## src/rtl/cad_pkg.sv

```systemverilog
package cad_pkg;
	localparam int ITERATIONS = 15;
	localparam int SCALE_Q = 28140;
	localparam int MAG_W = 31;
	localparam int QW = 15;
	localparam int CW = 18;
	localparam int AW = 17;
	localparam int DIV_STEPS = 15;
	localparam int DEPTH = DIV_STEPS + ITERATIONS + 3;
	localparam logic [8:0] HALF_TURN = 9'd180;

	// Degrees = trunc(angle * DEG_NUM / DEG_DEN). The reciprocal below is rounded up
	// and scaled by 2^DEG_SHIFT; it gives the exact floor for every angle magnitude
	// the CORDIC can reach (at most the sum of the arctangent table).
	localparam longint DEG_NUM = 5729578;
	localparam longint DEG_DEN = longint'(SCALE_Q) * 100000;
	localparam int DEG_SHIFT = 47;
	localparam int RECIP_W = 39;
	localparam logic [RECIP_W-1:0] DEG_RECIP = RECIP_W'(
		((longint'(1) << (DEG_SHIFT - 6)) * (DEG_NUM / 2) + DEG_DEN / 128 - 1)
		/ (DEG_DEN / 128));

	typedef struct packed {
		logic       x_neg;
		logic       y_neg;
		logic       y_zero;
		logic       x_zero;
	} flags_t;

	function automatic logic [AW-1:0] atan_entry(input int i);
		logic [AW-1:0] r;
		case (i)
			0: r = 17'd22101;
			1: r = 17'd13047;
			2: r = 17'd6894;
			3: r = 17'd3499;
			4: r = 17'd1756;
			5: r = 17'd879;
			6: r = 17'd440;
			7: r = 17'd220;
			8: r = 17'd110;
			9: r = 17'd55;
			10: r = 17'd27;
			11: r = 17'd14;
			12: r = 17'd7;
			13: r = 17'd3;
			14: r = 17'd2;
			default: r = '0;
		endcase
		return r;
	endfunction
endpackage

```

## src/rtl/cad_div_cell.sv

```systemverilog
// One restoring division step: one quotient bit of floor(num * Q / den).
module cad_div_cell (
	input  logic                          clk,
	input  logic [cad_pkg::MAG_W-1:0]     rem_in,
	input  logic [cad_pkg::MAG_W-1:0]     den_in,
	input  logic [cad_pkg::QW-1:0]        quo_in,
	input  logic [cad_pkg::QW-1:0]        low_in,
	input  logic                          swap_in,
	input  cad_pkg::flags_t               flg_in,
	output logic [cad_pkg::MAG_W-1:0]     rem_q,
	output logic [cad_pkg::MAG_W-1:0]     den_q,
	output logic [cad_pkg::QW-1:0]        quo_q,
	output logic [cad_pkg::QW-1:0]        low_q,
	output logic                          swap_q,
	output cad_pkg::flags_t               flg_q
);
	logic [cad_pkg::MAG_W:0] dbl;
	logic [cad_pkg::MAG_W:0] diff;
	logic                    bit_ok;

	// The next dividend bit comes from the top of the remaining low bits.
	always_comb begin
		dbl = {rem_in, low_in[cad_pkg::QW-1]};
		diff = dbl - {1'b0, den_in};
		bit_ok = !diff[cad_pkg::MAG_W];
	end

	always_ff @(posedge clk) begin
		rem_q <= bit_ok ? diff[cad_pkg::MAG_W-1:0] : dbl[cad_pkg::MAG_W-1:0];
		den_q <= den_in;
		quo_q <= {quo_in[cad_pkg::QW-2:0], bit_ok};
		low_q <= {low_in[cad_pkg::QW-2:0], 1'b0};
		swap_q <= swap_in;
		flg_q <= flg_in;
	end
endmodule

```

## config.mk

```make
export PLATFORM = sky130hd
export DESIGN_NAME = cad_div_cell
export DESIGN_NICKNAME = d
export VERILOG_FILES = /design/src/rtl/cad_pkg.sv /design/src/rtl/cad_div_cell.sv
export SDC_FILE = /design/constraint.sdc
export NUM_CORES = 1
export LEC_CHECK = 0
export BUFFER_PORTS_ARGS = -buffer_cell sky130_fd_sc_hd__clkbuf_2
export CORE_AREA = 2 2 129 119
export CTS_CLUSTER_DIAMETER = 150
export CTS_CLUSTER_SIZE = 12
export DETAILED_ROUTE_END_ITERATION = 8
export DIE_AREA = 0 0 131 121
export HOLD_SLACK_MARGIN = 0.15
export MAX_ROUTING_LAYER = met4
export SETUP_SLACK_MARGIN = 0.05
export SYNTH_ARGS = -nofsm -noshare
export SYNTH_HDL_FRONTEND = slang
export SYNTH_SLANG_ARGS = --single-unit
```

## constraint.sdc

```tcl
create_clock -name clk -period 6.8 [get_ports clk]
set_clock_uncertainty 0.15 [all_clocks]
set_input_delay 0 -clock clk [delete_from_list [all_inputs] [get_ports clk]]
set_output_delay 0 -clock clk [all_outputs]
set_load 0.03 [all_outputs]
```

==> results of run 1 <==
-- worst max-delay path, stage by stage --
cell,delay (ns)
dlygate4sd3_1,0.53
clkbuf_2,0.12
inv_1,0.04
ha_1,0.40
and3_1,0.22
o2111ai_1,0.11
a21o_1,0.23
a2111oi_4,0.47
o21ai_2,0.10
a21boi_1,0.85
or2_4,0.44
o21ai_1,0.12
dlygate4sd3_1,0.57
-- cell usage after synthesis, types with 2 or more instances --
master / number / area share, %
o21bai_1: 6 / 1.1
xnor2_1: 17 / 3.5
inv_1: 39 / 3.4
nand4_1: 7 / 1.0
nor3_1: 3 / 0.35
mux2_4: 19 / 6.7
nand2_1: 15 / 1.3
buf_12: 2 / 0.94
a211oi_1: 8 / 1.4
o211ai_1: 5 / 0.88
clkbuf_1: 8 / 0.70
buf_4: 4 / 0.70
xor2_1: 6 / 1.2
o21ai_0: 23 / 2.7
a21boi_1: 2 / 0.35
nor2b_1: 3 / 0.44
a21o_1: 14 / 2.5
nor2_1: 19 / 1.7
a21oi_1: 24 / 2.8
a31oi_1: 5 / 0.73
a41oi_1: 2 / 0.41
and3_1: 2 / 0.29
dfxtp_1: 96 / 45
ha_1: 31 / 9.1
o21ai_1: 9 / 1.1
or3_1: 2 / 0.29
a211oi_2: 2 / 0.59
o21a_1: 7 / 1.2
nand3_1: 7 / 0.82
o31ai_1: 2 / 0.35
o31ai_2: 4 / 1.2
-- final cells by class --
type                    count  area (um2)
multi-input cells         265        2090
flip-flops and latches     96        1920
fillers                  1311        7300
repair buffers            340        2440
well taps                 198         248
inverters                  40         155
clock buffers              10         239
clock inverters             6        57.6
-- kinds of logic after synthesis --
logic type	Yosys count	share of synthesized area [%]
and+or+nand+nor	65	7.46
muxes	20	6.94
adders and majority gates	32	9.54
buffers and inverters	55	6.23
AOI/OAI and AO/OA	124	20.1
DFF	96	45.0
other	1	0.0877
xor gates and xnor gates	23	4.71
-- flip-flops by register name (all words and copies together), names as in the netlist --
register and flops:
den_q 31, flg_q 4, low_q 14, quo_q 15
rem_q 31, swap_q 1
-- power breakdown --
group,switching (mW),internal (mW),total (mW),leakage (nW)
Combinational,0.312,0.232,0.544,2.52
Clock,0.237,0.267,0.505,0.147
Sequential,0.0171,0.623,0.640,0.810
Total,0.566,1.12,1.69,3.47
-- layer usage --
layer  global-route usage (%)  wire [um]  vias to the layer above
li1                         -          -                     2142
met1                     21.4       6210                     1999
met2                     31.0       6740                      170
met3                     4.45        996                       14
met4                     5.32        181                        0
met5                        -          0                        -
-- through the flow --
| step | power, mW | setup WS (ns) | instance area (um2) | util (%) | instances |
|---|---|---|---|---|---|
| 2_1_floorplan | 0.991 | 4.31 | 4280 | - | 416 |
| 3_3_place_gp | 1.12 | 3.02 | 5370 | 37.2 | 791 |
| 3_5_place_dp | 1.12 | 3.01 | 5370 | 37.2 | 791 |
| 4_1_cts | 1.70 | 2.66 | 7150 | 49.5 | 955 |
| 5_1_grt | 1.78 | 2.38 | 7150 | 49.5 | 955 |
| 6_report | 1.69 | 2.68 | 7150 | 49.5 | 955 |
-- worst max path at each step --
stage               start         to  slack (ns)  cells after the start
2_1_floorplan   den_in[9]  rem_q[10]        4.31                     13
3_3_place_gp   den_in[10]  rem_q[27]        3.02                     12
3_5_place_dp   den_in[10]  rem_q[22]        3.01                     12
4_1_cts        den_in[10]   rem_q[2]        2.66                     13
5_1_grt        den_in[10]   rem_q[2]        2.38                     13
6_report       den_in[10]   rem_q[2]        2.68                     13
==> metrics, run 1 <==
outcome finished clean; Netlist cell types 54; CTS Sinks 96; Gate Count Post-Synth 416; drt pass-1 iters 4; syn_area_per_cell 10.3 um2; HPWL Detailed 9.48 mm; final hold violations 0; Total Routed Length 14.1 mm; die area 0.0159 mm2; max-cap violations 0; Primary FF master, synth dfxtp_1; synth-to-layout area growth 67.3%; post-route ant nets 0; commonest non-fill, non-tap cells in the layout clkbuf_2, dlygate4sd3_1, dfxtp_1, inv_1, ha_1; post-CTS setup buffer count 0; P_leak 3.47 nW; I/O pins 195; Post-Syn Area 0.00428 mm2; Setup Viol. Count Final 0; antenna cells 0; initial drt markers 164; Initial Util 29.6%; via count 4,325; Crit Path Category input pin to flop; fmax 243 MHz; PortBufs 192; GRT Util Overall 18.3%; worst slew pin tran 1.12 ns; GP Congestion 0.785; Hold WC Path Type input pin to flop; Worst-path clk slew 0.07 ns; post-CTS sizing 0; DRC 0; via-per-instance ratio 4.53; Core Box Area 0.0145 mm2; flops & latches, synth 96; Nets 882; Ys Warns 0; endpoint type of the worst setup path flop; VDD IR max 0.146 mV; crit-path max FO 13; Final Critical Period 4.12 ns; most common cell after layout, fill and taps aside clkbuf_2; Clock H-tree levels 3; Power Density 236 mW/mm2; clock buffer depth 2; RSZ-0062 raised after global routing false; final max-slew violation count 0; Slew HR 25.2%; Hold WS 0.170 ns; Die Height 121 um; largest net degree at the start of global routing 21; Synth async-reset ratio 0%; Cells on Worst Hold Path 2; Critical Path AT 4.21 ns; Die X 131 um; sequential share of the synthesized area 45.0%; Hold-fix buffers, CTS 148; final setup TNS 0 ns; Root Buffer clkbuf_16; hold endpoint den_q[1]; number of flops mapped to enable cells by yosys 0; Worst EP required 6.88 ns; share of cells above drive strength 1 31.4%; Final period util 60.6%; first-pass GRT wire length 21.8 mm; post-synth net total 546; CTS tree built; routed len/inst 14.8 um; GR Overflow Total 0; total CTS buffers 9; hold path start den_in[1]; vias in the first global route 4,471; row cnt 42; Critical Path Start Type input pin; initial antenna violation count 0
Power figures use the tool's default switching activity.
==> run 2: changes to the inputs <==
- ABC_AREA: not set -> 1
- CORE_AREA: 2 2 129 119 -> 2 2 141 130
- DIE_AREA: 0 0 131 121 -> 0 0 143 132
- clock period: 6.8 -> 4.3 ns (I/O delays scaled with it)
==> run 2 against run 1 <==
Hold slack worse by 0.011 ns. Critical path type unchanged. Power rose by 66%. Sequential share of layout area decreased by 4.1 points. Largest cell class unchanged. Synthesized cell count is 81% higher. Worst setup slack got worse by 1.3 ns.
==> metrics, run 2 <==
Critical Path Max Stage Delay 0.56 ns (-0.29 ns); flops & latches, synth 96 (unchanged); Die Height 132 um (+9.1%); sequential share of the synthesized area 37.4% (-7.5 points); Primary FF master, synth dfxtp_1; Cells on Worst Hold Path 2 (unchanged); Clock H-tree levels 3 (unchanged); syn_area_per_cell 6.83 um2 (-34%); Synth top cells by count nand2_1, inv_1, dfxtp_1, nand3_1, nor2_1; VDD IR max 0.181 mV (+24%); Critical Path Start Type input pin; drt pass-1 iters 5 (+1); outcome finished clean; met3 Usage GRT 2.87% (-1.6 points); Hold WS 0.159 ns (-0.0112 ns); vias in the first global route 5,767 (+29%); number of flops mapped to enable cells by yosys 0 (unchanged); hold path start den_in[1]; Worst-path clk slew 0.08 ns (about the same); Gate Count Post-Synth 751 (+81%); met1 Usage GRT 23.2% (+1.8 points); final hold violations 0 (unchanged); HPWL Detailed 12.2 mm (+29%); largest net degree at the start of global routing 20 (-4.8%); post-synth net total 881 (+61%); GP Congestion 0.848 (+8.1%); top-count cell post-synth nand2_1; most common cell after layout, fill and taps aside nand2_1; Fillers 1,742 (+33%); total CTS buffers 9 (unchanged); RSZ-0062 raised after global routing false; P_leak 4.72 nW (+36%); Placed Cells 1,175 (+49%); Hold-fix buffers, CTS 184 (+24%); CTS Sinks 96 (unchanged); Root Buffer clkbuf_16; Post-Syn Area 0.00513 mm2 (+20%); row cnt 46 (+9.5%); initial antenna violation count 0 (unchanged); number of buffers and inverters on the critical path 6 (+2); fmax 342 MHz; Setup Viol. Count Final 0 (unchanged); Yosys top cell by area dfxtp_1; Hold WC Path Type input pin to flop; antenna cells 0 (unchanged); die area 0.0189 mm2 (+19%); commonest non-fill, non-tap cells in the layout nand2_1, clkbuf_2, dlygate4sd3_1, inv_1, dfxtp_1; routed len/inst 12.4 um (-16%); via-per-instance ratio 4.14 (-8.6%); Initial Util 29.6% (+0.041 points); multi-input combinational cell area 0.00258 mm2 (+24%); GRT Util Overall 18.8% (+0.54 points); critical-path cell list dlygate4sd3_1, clkbuf_2, inv_1, ha_1, nand2_1, inv_1, nand2_2, inv_1, a21oi_4, nand2_4, nand2_4, nand2_4, nand2_4, nand2_4, nand2_1, nand2_1, dlygate4sd3_1; final max-slew violation count 0 (unchanged); I/O pins 195 (unchanged); post-CTS setup buffer count 0 (unchanged); post-synth top area share 37.4% (-7.5 points); DRC 0 (unchanged); post-CTS sizing 0 (unchanged); Nets 1,260 (+43%); CP most frequent cell nand2_4; storage element area 0.00192 mm2 (unchanged); synth-to-layout area growth 64.7%; crit-path max FO 16 (+3); CTS tree built; Core Box Area 0.0173 mm2 (+20%); total power draw 2.80 mW (+66%); gr busiest metal met2; initial drt markers 235 (+43%); final setup TNS 0 ns (unchanged); Total Routed Length 17.0 mm (+21%); Synth async-reset ratio 0% (unchanged); Netlist cell types 29 (-46%); grt met2 use 32.5% (+1.5 points); endpoint type of the worst setup path flop; max-cap violations 0 (unchanged); Ys Warns 0 (unchanged); Power Density 331 mW/mm2 (+40%); Worst EP required 4.39 ns (-2.49 ns); PortBufs 192 (unchanged); CP max-delay cell dlygate4sd3_1; Die X 143 um (+9.2%); clock buffer depth 2 (unchanged); hold endpoint den_q[1]; Final Critical Period 2.92 ns; kind of cell with the highest combined delay on the critical path buffers and inverters; final cell count without fillers 1,375 (+44%); post-route ant nets 0 (unchanged); Final Util 48.8% (-0.69 points); via count 5,694 (+32%); Area contributors post-synth dfxtp_1, nand2_1, inv_1; share of cells above drive strength 1 21.4% (-10 points); Critical Path AT 3.01 ns (-1.20 ns); first-pass GRT wire length 27.4 mm (+26%); Final period util 67.9%; GR Overflow Total 0 (unchanged); Regs by FF count den_q (31), rem_q (31), quo_q (15); Crit Path Category input pin to flop
## run 2: cell count changes in the layout (fill, tap and decap cells not counted), sizes merged, moves of 10 or more
cell         delta
nand2         +287
a21o           -14
nand3          +60
nor2           +19
dlygate4sd3    +36
mux2           -20
o21ai          -33
xnor2          -17
inv           +106
a211oi         -10
## run 2: worst max-delay path by stage
stage,from,to,slack (ns),depth (start not counted)
floorplan,den_in[2],rem_q[21],2.58,16
global placement,den_in[16],rem_q[2],2.06,14
detailed placement,den_in[16],rem_q[2],2.06,14
CTS,rem_in[15],rem_q[12],1.41,16
global route,den_in[16],rem_q[7],1.17,17
finish,den_in[13],rem_q[15],1.38,17
## run 2: layout make-up
| class | instances | share of cell area (%) |
|---|---|---|
| flip-flops and latches | 96 | 22.7 |
| clock buffers | 9 | 2.66 |
| multi-input cells | 500 | 30.5 |
| inverters | 147 | 6.53 |
| repair buffers | 376 | 33.2 |
| well taps | 240 | 3.55 |
| clock inverters | 7 | 0.873 |
## run 2: cell families (layout without fill, tap and decap cells)
kind of cell | count (synthesis) | after routing | synth area share (%)
AND/OR/NAND/NOR | 426 | 426 | 36.4
buffers and inverters | 155 | 539 | 12.3
flip-flops | 96 | 96 | 37.4
adder cells (fa/ha/maj) | 32 | 32 | 7.95
AO/OA/AOI/OAI | 28 | 28 | 3.56
XOR/XNOR | 13 | 13 | 2.22
other | 1 | 1 | 0.0731
## run 2: layer usage
layer / wire, um / share of wire [%]
met1: 7930 / 47
met2: 8040 / 47
met3: 878 / 5.2
met4: 188 / 1.1
met5: 0 / 0
## run 2: power breakdown
part | total [mW] | internal (mW) | switching (mW) | leakage (nW)
Clock | 0.824 | 0.412 | 0.411 | 0.141
Sequential | 1.00 | 0.980 | 0.0241 | 0.810
Combinational | 0.974 | 0.390 | 0.584 | 3.77
Total | 2.80 | 1.78 | 1.02 | 4.72
## run 2: through the flow
| stage | setup slack, ns | instance area, um2 |
|---|---|---|
| detailed placement | 2.06 | 6310 |
| global route | 1.17 | 8450 |
| floorplan | 2.58 | 5130 |
| CTS | 1.41 | 8450 |
| global placement | 2.06 | 6310 |
| finish | 1.38 | 8450 |
