<file path="src/rtl/cad_pkg.sv">
package cad_pkg;
	localparam int ITERATIONS = 15;
	localparam int SCALE_Q = 28140;
	localparam int MAG_W = 31;
	localparam int QW = 15;
	localparam int CW = 18;
	localparam int AW = 17;
	localparam int DIV_STEPS = 15;
	localparam int DEPTH = DIV_STEPS + ITERATIONS + 3;
	localparam logic [8:0] HALF_TURN = 9'd180;

	// Degrees = trunc(angle * DEG_NUM / DEG_DEN). The reciprocal below is rounded up
	// and scaled by 2^DEG_SHIFT; it gives the exact floor for every angle magnitude
	// the CORDIC can reach (at most the sum of the arctangent table).
	localparam longint DEG_NUM = 5729578;
	localparam longint DEG_DEN = longint'(SCALE_Q) * 100000;
	localparam int DEG_SHIFT = 47;
	localparam int RECIP_W = 39;
	localparam logic [RECIP_W-1:0] DEG_RECIP = RECIP_W'(
		((longint'(1) << (DEG_SHIFT - 6)) * (DEG_NUM / 2) + DEG_DEN / 128 - 1)
		/ (DEG_DEN / 128));

	typedef struct packed {
		logic       x_neg;
		logic       y_neg;
		logic       y_zero;
		logic       x_zero;
	} flags_t;

	function automatic logic [AW-1:0] atan_entry(input int i);
		logic [AW-1:0] r;
		case (i)
			0: r = 17'd22101;
			1: r = 17'd13047;
			2: r = 17'd6894;
			3: r = 17'd3499;
			4: r = 17'd1756;
			5: r = 17'd879;
			6: r = 17'd440;
			7: r = 17'd220;
			8: r = 17'd110;
			9: r = 17'd55;
			10: r = 17'd27;
			11: r = 17'd14;
			12: r = 17'd7;
			13: r = 17'd3;
			14: r = 17'd2;
			default: r = '0;
		endcase
		return r;
	endfunction
endpackage

</file>
<file path="src/rtl/cad_cordic_cell.sv">
// One CORDIC vectoring step; stage_idx is tied to a constant by the parent.
module cad_cordic_cell (
	input  logic                         clk,
	input  logic [3:0]                   stage_idx,
	input  logic signed [cad_pkg::CW-1:0] x_in,
	input  logic signed [cad_pkg::CW-1:0] y_in,
	input  logic signed [cad_pkg::AW-1:0] a_in,
	input  cad_pkg::flags_t              flg_in,
	output logic signed [cad_pkg::CW-1:0] x_q,
	output logic signed [cad_pkg::CW-1:0] y_q,
	output logic signed [cad_pkg::AW-1:0] a_q,
	output cad_pkg::flags_t              flg_q
);
	logic signed [cad_pkg::AW-1:0] atan_v;
	logic signed [cad_pkg::CW-1:0] xs;
	logic signed [cad_pkg::CW-1:0] ys;

	always_comb begin
		atan_v = cad_pkg::atan_entry(int'(stage_idx));
		xs = x_in >>> stage_idx;
		ys = y_in >>> stage_idx;
	end

	always_ff @(posedge clk) begin
		if (y_in < 0) begin
			x_q <= x_in - ys;
			y_q <= y_in + xs;
			a_q <= a_in - atan_v;
		end else begin
			x_q <= x_in + ys;
			y_q <= y_in - xs;
			a_q <= a_in + atan_v;
		end
		flg_q <= flg_in;
	end
endmodule

</file>
<file path="config.mk">
export PLATFORM = sky130hd
export DESIGN_NAME = cad_cordic_cell
export DESIGN_NICKNAME = d
export VERILOG_FILES = /design/src/rtl/cad_pkg.sv /design/src/rtl/cad_cordic_cell.sv
export SDC_FILE = /design/constraint.sdc
export NUM_CORES = 1
export LEC_CHECK = 0
export ABC_AREA = 1
export BUFFER_PORTS_ARGS = -buffer_cell sky130_fd_sc_hd__buf_4
export CAP_MARGIN = 20
export CORE_MARGIN = 2
export CORE_UTILIZATION = 30
export DETAILED_ROUTE_END_ITERATION = 16
export PLACE_DENSITY = 0.49
export SKIP_LAST_GASP = 1
export SLEW_MARGIN = 5
export SYNTH_ARGS = -nofsm -noshare
export SYNTH_HDL_FRONTEND = slang
export SYNTH_SLANG_ARGS = --single-unit
</file>
<file path="constraint.sdc">
create_clock -name clk -period 9.4 [get_ports clk]
set_clock_uncertainty 0.05 [all_clocks]
set_input_delay 2.82 -clock clk [delete_from_list [all_inputs] [get_ports clk]]
set_output_delay 2.82 -clock clk [all_outputs]
set_load 0.01 [all_outputs]
</file>
==> results of run 1 <==
==> through the flow <==
stage	std cells	hold WS, ns
2_1_floorplan	1060	2.798
6_report	1441	2.525
4_1_cts	1441	2.509
3_5_place_dp	1425	2.876
3_3_place_gp	1425	2.875
5_1_grt	1441	2.507
==> critical path, cell delays in order <==
cell and delay [ns]:
buf_4 0.37, inv_2 0.42, ha_1 0.42, inv_1 0.06, nor2_1 0.05, nand2_1 0.12
o21ai_0 0.11, a221oi_2 0.29, ha_1 0.21, inv_1 0.05, nor2_1 0.10, nand2_1 0.07
nor2_1 0.14, nand2_1 0.09, nand2_2 0.16, xnor2_1 0.10, ha_1 0.36, nand2_1 0.09
nor2_1 0.15, nand2_1 0.06, o21ai_0 0.39, a21oi_1 0.12, o21bai_1 0.17, xor2_1 0.15
==> cell usage after synthesis (all sizes together) <==
library cell	number	share of area, %
nand2	373	22
nand3	138	11
inv	91	5.2
nor2	74	5.0
ha	60	11
a21oi	59	4.7
dfxtp	57	17
xor2	54	7.2
o21ai	40	3.2
buf	28	3.3
xnor2	22	2.9
nand4	11	1.0
nor3	7	0.61
clkbuf	6	0.34
o211ai	5	0.57
o21a	5	0.57
o31ai	5	0.57
a21boi	4	0.45
a31oi	4	0.38
o2111ai	4	0.53
fa	3	0.91
nand3b	2	0.23
o21bai	2	0.28
o311ai	2	0.27
a211oi	1	0.11
a221oi	1	0.23
o22ai	1	0.095
or2	1	0.095
==> layout make-up <==
type	count	area share, %
repair buffers	119	11.33
inverters	91	4.396
clock inverters	7	0.6031
flip-flops and latches	57	14.47
clock buffers	9	2.857
multi-input cells	878	61.89
well taps	280	4.444
==> worst min path at each step <==
| stage | from | endpoint | cells after the start |
|---|---|---|---|
| global placement | flg_in[2] | flg_q[2]$_DFF_P_ | 1 |
| detailed placement | flg_in[1] | flg_q[1]$_DFF_P_ | 1 |
| global route | flg_in[0] | flg_q[0]$_DFF_P_ | 1 |
| CTS | flg_in[1] | flg_q[1]$_DFF_P_ | 1 |
| finish | flg_in[1] | flg_q[1]$_DFF_P_ | 1 |
| floorplan | flg_in[0] | flg_q[0]$_DFF_P_ | 0 |
==> per-layer routing <==
| metal | track usage (%) | part of all wire, % | vias up |
|---|---|---|---|
| met4 | 5.296 | 1.9 | 0 |
| met3 | 2.901 | 5.0 | 23 |
| met5 | 0 | 0 | - |
| met1 | 26.28 | 49 | 3125 |
| met2 | 28.94 | 44 | 185 |
| li1 | - | - | 3675 |
==> flip-flops by register name (all words and copies together) (netlist names) <==
| register | cells |
|---|---|
| flg_q | 4 |
| x_q | 18 |
| a_q | 17 |
| y_q | 18 |
==> power breakdown <==
| part | leakage [uW] | total (uW) | switching [uW] | internal [uW] |
|---|---|---|---|---|
| registers | 0.000481 | 362 | 24.2 | 338 |
| logic | 0.00349 | 697 | 397 | 300 |
| clock network | 0.000131 | 309 | 132 | 178 |
| total | 0.00410 | 1370 | 552 | 815 |
==> cells by family (layout without fill, tap and decap cells) <==
kind of cell,Yosys count,in the layout,synth area share (%)
AOI/OAI and AO/OA,133,133,11.95
adders and majority gates,63,63,12.27
buffers and inverters,125,226,8.864
xor gates and xnor gates,76,76,10.08
DFF,57,57,17.27
and+or+nand+nor,606,606,39.56
==> reports/qor.csv, run 1 <==
metric,value,unit
status,finished clean,
vias_per_cell,4.863,
fin_util,36.35,%
num_rows,54,
cts_tree,built,
dpl_cell_area,7611,sq um
drive_above_1_share,16.02,%
port_buffers,118,
path_class,in2reg,
die_w,152.4,um
maxCapViolations,0,
clockBufferDepth,2,
syn_inst,1060,
layout_common_cells,"nand2_1, nand3_1, buf_4",
drtIter0Drc,439,
die_h,152.4,um
io_pins,119,
fin_crit_sh,72.89,%
ys_ff_latch,57,
setup_viol,0,
worst_slack,2.548,ns
dr.pass1.iters,5,
yosysSeqAreaShare,17.27,%
via_count,7008,
final_common_cell,nand2_1,
critPathMaxFanout,42,
layout_min_cycle_time,6.852,ns
dp_slack,2.231,ns
routedWlPerCell,14.88,um
rsz0062_at_grt,no,
grt_pass1_wl,34.70,mm
syn_area_per_cell,6.232,sq um
grt_pass1_vias,6695,
grt_max_degree,43,
fmax,146.0,MHz
finalPower,1368,uW
gr-usage-all-layers,18.50,%
critPathLaunchType,input pin,
gr-total-overflow,0,
area_growth,19.34,%
floorplan.initialDensity,30.46,%
min_path_type,in2reg,
end_kind,flop,
routed_wirelength,21.45,mm
ctsHoldBuffers,0,
endpoint,a_q[15]$_DFF_P_,
crit_arrival,7.08,ns
relSlewSlack,40.72,%
core,21690,sq um
clkSlewWorstSetupHoldPaths,0.06,ns
cp-startpoint,stage_idx[0],
cts_setup_buffers,0,
die_area,23220,sq um
ff_latch_area,1141,sq um
tns,0,ns
num-nets-final,1281,
dpl.hpwl,16.94,mm
syn-num-nets,1185,
postCtsResizedCells,0,
synth_area,6606,sq um
antenna_found_initial,0,
required,9.63,ns
synth.yosys.warnings,0,
finalHoldViolations,0,
power.density,173.5,nW/um^2
htreeDepth,3,
worst_pin_slew,0.8860,ns
report.final.slew_viol_count,0,
cts_buffers,9,
drc,0,
ant_nets,0,
routabilityCongestion,0.8858,
multi_input_area,4880,sq um
clock-sinks,57,
antenna_cells,0,
root_buffer,clkbuf_16,
leakage,0.004102,uW
fill_cells,2431,
final_area,7884,sq um
ir_worst_vdd,69.01,uV
synth_cell_types,44,
No activity file was read; power rests on OpenSTA's default activity.
==> run 2, diff against run 1 <==
- ABC_AREA: 1 -> 0
- clock period: 9.4 -> 7.11 ns (I/O delays scaled with it)
==> run 2 against run 1 <==
Critical path type unchanged. Clock power grew 49%. Sequential share of layout area shrank 0.38 points. Synthesized area grew 0.76%. Power grew 36%. Worst hold slack lost 0.68 ns. Global-route usage shrank 1.7 points. Via count shrank 12%.
==> reports/qor.csv, run 2 <==
metric,value,unit,change
tns,0,ns,unchanged
cts_setup_buffers,0,,unchanged
worst_pin_slew,0.6714,ns,-0.2146 ns
rsz0062_at_grt,no,,
cts_buffers,9,,unchanged
status,finished clean,,
synth_cell_types,77,,+75%
critPathMaxFanout,46,,+9.5%
grt_pass1_wl,31.51,mm,-9.2%
syn_area_per_cell,8.589,sq um,+38%
relSlewSlack,55.24,%,+15 points
drc,0,,unchanged
postCtsResizedCells,0,,unchanged
core,21820,sq um,+0.62%
clockBufferDepth,2,,unchanged
clkSlewWorstSetupHoldPaths,0.05,ns,about the same
ant_nets,0,,unchanged
routabilityCongestion,0.8385,,-5.3%
synth.yosys.warnings,0,,unchanged
ir_worst_vdd,124.6,uV,+81%
multi_input_area,5169,sq um,+5.9%
drtIter0Drc,363,,-17%
vias_per_cell,5.283,,+8.6%
synth_area_leader_cell,dfxtp_1,,
power.density,229.4,nW/um^2,+32%
gr-total-overflow,0,,unchanged
synth_ff_type,dfxtp_1,,
synth_edf_count,0,,unchanged
dr.pass1.iters,5,,unchanged
synth.area.top_cells,"dfxtp_1, ha_1, mux4_2, xnor2_1, a21oi_1",,
fill_cells,2254,,-7.3%
die_h,153.0,um,+0.37%
reg_top3,"x_q: 18 flops, y_q: 18 flops, a_q: 17 flops",,
routedWlPerCell,17.02,um,+14%
critPathLaunchType,input pin,,
gr-usage-all-layers,16.77,%,-1.7 points
syn-num-nets,900,,-24%
antenna_cells,0,,unchanged
htreeDepth,3,,unchanged
num-nets-final,1008,,-21%
via_count,6171,,-12%
syn_inst,775,,-27%
final_common_cell,buf_4,,
layout_common_cells,"buf_4, nor2_1, a21oi_1, ha_1, dfxtp_1",,
die_w,153.0,um,+0.37%
fin_util,37.11,%,+0.76 points
report.final.slew_viol_count,0,,unchanged
async_flop_share,0,%,unchanged
fin_cells,1168,,-19%
required,7.29,ns,-2.34 ns
floorplan.initialDensity,30.50,%,+0.041 points
synth_area,6656,sq um,+0.76%
area_growth,21.67,%,
dp_cells,1152,,-19%
cts_tree,built,,
path_class,in2reg,,
root_buffer,clkbuf_16,,
finalHoldViolations,0,,unchanged
antenna_found_initial,0,,unchanged
crit_arrival,6.64,ns,-0.44 ns
io_pins,119,,unchanged
synth_top_area_share,17.14,%,-3.4 points
grt_pass1_vias,5827,,-13%
fmax,154.8,MHz,
yosysSeqAreaShare,17.14,%,-0.13 points
die_area,23400,sq um,+0.74%
leakage,0.003509,uW,-14%
routed_wirelength,19.88,mm,-7.3%
grt_max_degree,52,,+21%
port_buffers,118,,unchanged
fin_crit_sh,90.87,%,
layout_min_cycle_time,6.461,ns,
drive_above_1_share,24.10,%,+8.1 points
setup_viol,0,,unchanged
dpl.hpwl,15.46,mm,-8.7%
end_kind,flop,,
ff_latch_area,1141,sq um,unchanged
synthMostInstantiatedCell,nor2_1,,
min_path_type,in2reg,,
synthTopCellsByCount,"nor2_1, a21oi_1, ha_1",,
num_rows,54,,unchanged
ctsHoldBuffers,0,,unchanged
ys_ff_latch,57,,unchanged
maxCapViolations,0,,unchanged
clock-sinks,57,,unchanged
[run 2: per-layer routing]
| metal | up-vias | track usage, % | part of all wire [%] |
|---|---|---|---|
| met5 | - | 0 | 0 |
| met4 | 0 | 4.189 | 1.5 |
| met3 | 17 | 2.892 | 4.8 |
| met2 | 178 | 27.67 | 48 |
| met1 | 2863 | 22.80 | 46 |
| li1 | 3113 | - | - |
[run 2: final timing paths]
kind / start / endpoint / slack (ns) / depth (start not counted)
setup / recovery: stage_idx[0] / x_q[16]$_DFF_P_ / 0.65 / 18
hold / removal: flg_in[3] / flg_q[3]$_DFF_P_ / 1.84 / 1
[run 2: per-stage QoR]
| step | setup slack [ns] | hold slack, ns | cell area, sq um | total power (uW) |
|---|---|---|---|---|
| 2_1_floorplan | 0.6118 | 2.111 | 6656 | 1065 |
| 3_3_place_gp | 0.3554 | 2.188 | 7782 | 1408 |
| 3_5_place_dp | 0.3297 | 2.190 | 7782 | 1403 |
| 4_1_cts | 0.6703 | 1.826 | 8099 | 1882 |
| 5_1_grt | 0.2183 | 1.829 | 8099 | 1994 |
| 6_report | 0.6492 | 1.840 | 8099 | 1858 |
[run 2: area by class of cell]
type / instances / share of cell area, %
clock buffers: 12 / 3.291
clock inverters: 4 / 0.6180
well taps: 280 / 4.326
flip-flops and latches: 57 / 14.09
repair buffers: 133 / 12.33
multi-input cells: 649 / 63.82
inverters: 33 / 1.529
[run 2: cell families after synthesis]
| kind of cell | after synthesis | share of synthesized area [%] |
|---|---|---|
| xor+xnor | 77 | 10.13 |
| fa+ha+maj | 63 | 12.18 |
| flops | 57 | 17.14 |
| buf+inv | 69 | 5.207 |
| mux | 75 | 17.12 |
| compound gates | 223 | 22.20 |
| simple gates | 211 | 16.02 |
[run 2: where the power goes]
| part | leakage, uW | internal, uW | switching (uW) | total, uW |
|---|---|---|---|---|
| Combinational | 0.00288 | 455 | 469 | 924 |
| Sequential | 0.000481 | 441 | 31.8 | 473 |
| Clock | 0.000151 | 299 | 162 | 461 |
| Total | 0.00351 | 1200 | 663 | 1860 |
[run 2: critical path, cell delays in order]
cell and delay [ns]:
buf_4 0.51, buf_4 0.31, mux4_1 0.59, nor2b_1 0.16
a2bb2oi_1 0.17, nor2_1 0.23, nand2b_4 0.10, nor2_1 0.10
a21oi_1 0.09, xnor2_1 0.14, ha_1 0.36, a21oi_1 0.19
nor2b_1 0.07, or2_2 0.31, o311a_1 0.40, o31ai_1 0.35
nor3_1 0.08, a311o_1 0.32
==> run 3, diff against run 2 <==
==> constraint.sdc (replaced) <==
create_clock -name clk -period 7.11 [get_ports clk]
set_clock_uncertainty 0.05 [all_clocks]
set_input_delay 0.711 -clock clk [delete_from_list [all_inputs] [get_ports clk]]
set_output_delay 0.711 -clock clk [all_outputs]
set_load 0.01 [all_outputs]
==> run 3 against run 2 <==
Sequential cell count unchanged. Non-clock buffer count down 12. Die area unchanged. Cell count down 1.1%. Combinational power down 1%. Global-route usage up 0.063 points. Via count down 0.83%. Power down 3.9%. Routed wire length up 0.14%. Critical path type unchanged. Critical endpoint is now a_q[16]$_DFF_P_.
==> reports/qor.csv, run 3 (same netlist as run 2, synthesis figures left out) <==
metric,value,unit,change
vias_per_cell,5.299,,+0.29%
min_path_type,in2reg,,
grt_pass1_vias,5787,,-0.69%
status,finished clean,,
routed_wirelength,19.91,mm,+0.14%
area_growth,19.51,%,
rsz0062_at_grt,no,,
num_rows,54,,unchanged
grt_pass1_wl,31.64,mm,+0.44%
fin_cells,1155,,-1.1%
leakage,0.003436,uW,-2.1%
final_common_cell,buf_4,,
gr-total-overflow,0,,unchanged
drtIter0Drc,399,,+9.9%
core,21820,sq um,unchanged
crit_arrival,5.70,ns,-0.94 ns
path_class,in2reg,,
maxCapViolations,0,,unchanged
cts_buffers,9,,unchanged
drc,0,,unchanged
end_kind,flop,,
cts_tree,built,,
antenna_found_initial,0,,unchanged
ir_worst_vdd,95.25,uV,-24%
antenna_cells,0,,unchanged
grt_max_degree,64,,+23%
gr-usage-all-layers,16.83,%,+0.063 points
fin_crit_sh,77.22,%,-14 points
io_pins,119,,unchanged
htreeDepth,3,,unchanged
routabilityCongestion,0.8297,,-1.0%
floorplan.initialDensity,30.50,%,unchanged
power.density,224.4,nW/um^2,-2.2%
critPathLaunchType,input pin,,
layout_common_cells,"buf_4, nor2_1, a21oi_1, ha_1, dfxtp_1",,
clock-sinks,57,,unchanged
postCtsResizedCells,0,,unchanged
whs,0.4292,ns,-1.411 ns
required,7.32,ns,+0.03 ns
reg_top3,"x_q: 18 flops, y_q: 18 flops, a_q: 17 flops",,
clkSlewWorstSetupHoldPaths,0.05,ns,about the same
relSlewSlack,43.61,%,-12 points
worst_pin_slew,0.8459,ns,+0.1745 ns
dp_cells,1140,,-1.0%
dr.pass1.iters,5,,unchanged
dpl.hpwl,15.24,mm,-1.4%
via_count,6120,,-0.83%
routedWlPerCell,17.24,um,+1.3%
root_buffer,clkbuf_16,,
fmax,182.1,MHz,+18%
drive_above_1_share,22.86,%,-1.2 points
die_area,23400,sq um,unchanged
die_h,153.0,um,unchanged
layout_min_cycle_time,5.490,ns,-0.9705 ns
clockBufferDepth,2,,unchanged
cts_setup_buffers,0,,unchanged
tns,0,ns,unchanged
report.final.slew_viol_count,0,,unchanged
ctsHoldBuffers,0,,unchanged
critPathMaxFanout,60,,+30%
port_buffers,118,,unchanged
num-nets-final,996,,-1.2%
ant_nets,0,,unchanged
finalHoldViolations,0,,unchanged
die_w,153.0,um,unchanged
setup_viol,0,,unchanged
-- run 3: cell types whose count changed in the layout (fill, tap and decap cells not counted) --
cell        before  now
clkbuf_1         0    1
clkinvlp_4       2    0
buf_4          133  121
bufinv_16        1    0
clkinv_2         1    4
clkbuf_8         3    1
-- run 3: worst paths after layout --
kind / startpoint / end / slack, ns / cells past startpoint
setup / recovery: stage_idx[0] / a_q[16]$_DFF_P_ / 1.62 / 17
hold / removal: flg_in[0] / flg_q[0]$_DFF_P_ / 0.43 / 1
-- run 3: layer usage --
| metal | part of all wire, % | routed length [um] | vias up | global-route usage (%) |
|---|---|---|---|---|
| met3 | 5.0 | 999 | 15 | 3.402 |
| met4 | 1.4 | 287 | 0 | 4.321 |
| met5 | 0 | 0 | - | 0 |
| li1 | - | - | 3089 | - |
| met1 | 47 | 9356 | 2851 | 22.92 |
| met2 | 47 | 9266 | 165 | 27.29 |
-- run 3: through the flow --
stage	worst slack, ns	total power [uW]	utilization [%]	instance area [sq um]
after CTS	1.573	1813	36.45	7955
after detailed placement	1.217	1394	35.25	7692
after floorplan	2.034	1065	-	6656
after global placement	1.378	1398	35.25	7692
after global routing	1.111	1931	36.45	7955
final	1.620	1785	36.45	7955
-- run 3: report_power, final --
part           total, uW  leakage, uW  internal [uW]  switching [uW]
Clock                399     0.000135            241             158
Sequential           473     0.000481            441            31.3
Combinational        914      0.00282            445             468
Total               1790      0.00344           1130             658
-- run 3: critical path, cell delays in order --
cell and delay [ns]:
buf_4 0.62, inv_1 0.28, ha_1 0.42, inv_1 0.07, mux4_2 0.48, and2_1 0.17, a41oi_1 0.61, xnor2_1 0.17
ha_1 0.36, nor3_1 0.19, nor2_1 0.07, o41a_1 0.12, a41o_1 0.27, o41ai_1 0.59, o2111ai_1 0.20, a21oi_1 0.20
xnor2_1 0.13
-- run 3: layout make-up --
class	instances	area, sq um
Clock buffer	11	242.7
Timing Repair Buffer	121	908.4
Sequential cell	57	1141
Fill cell	2351	13870
Multi-Input combinational cell	649	5169
Clock inverter	4	20.02
Inverter	33	123.9
Tap cell	280	350.3
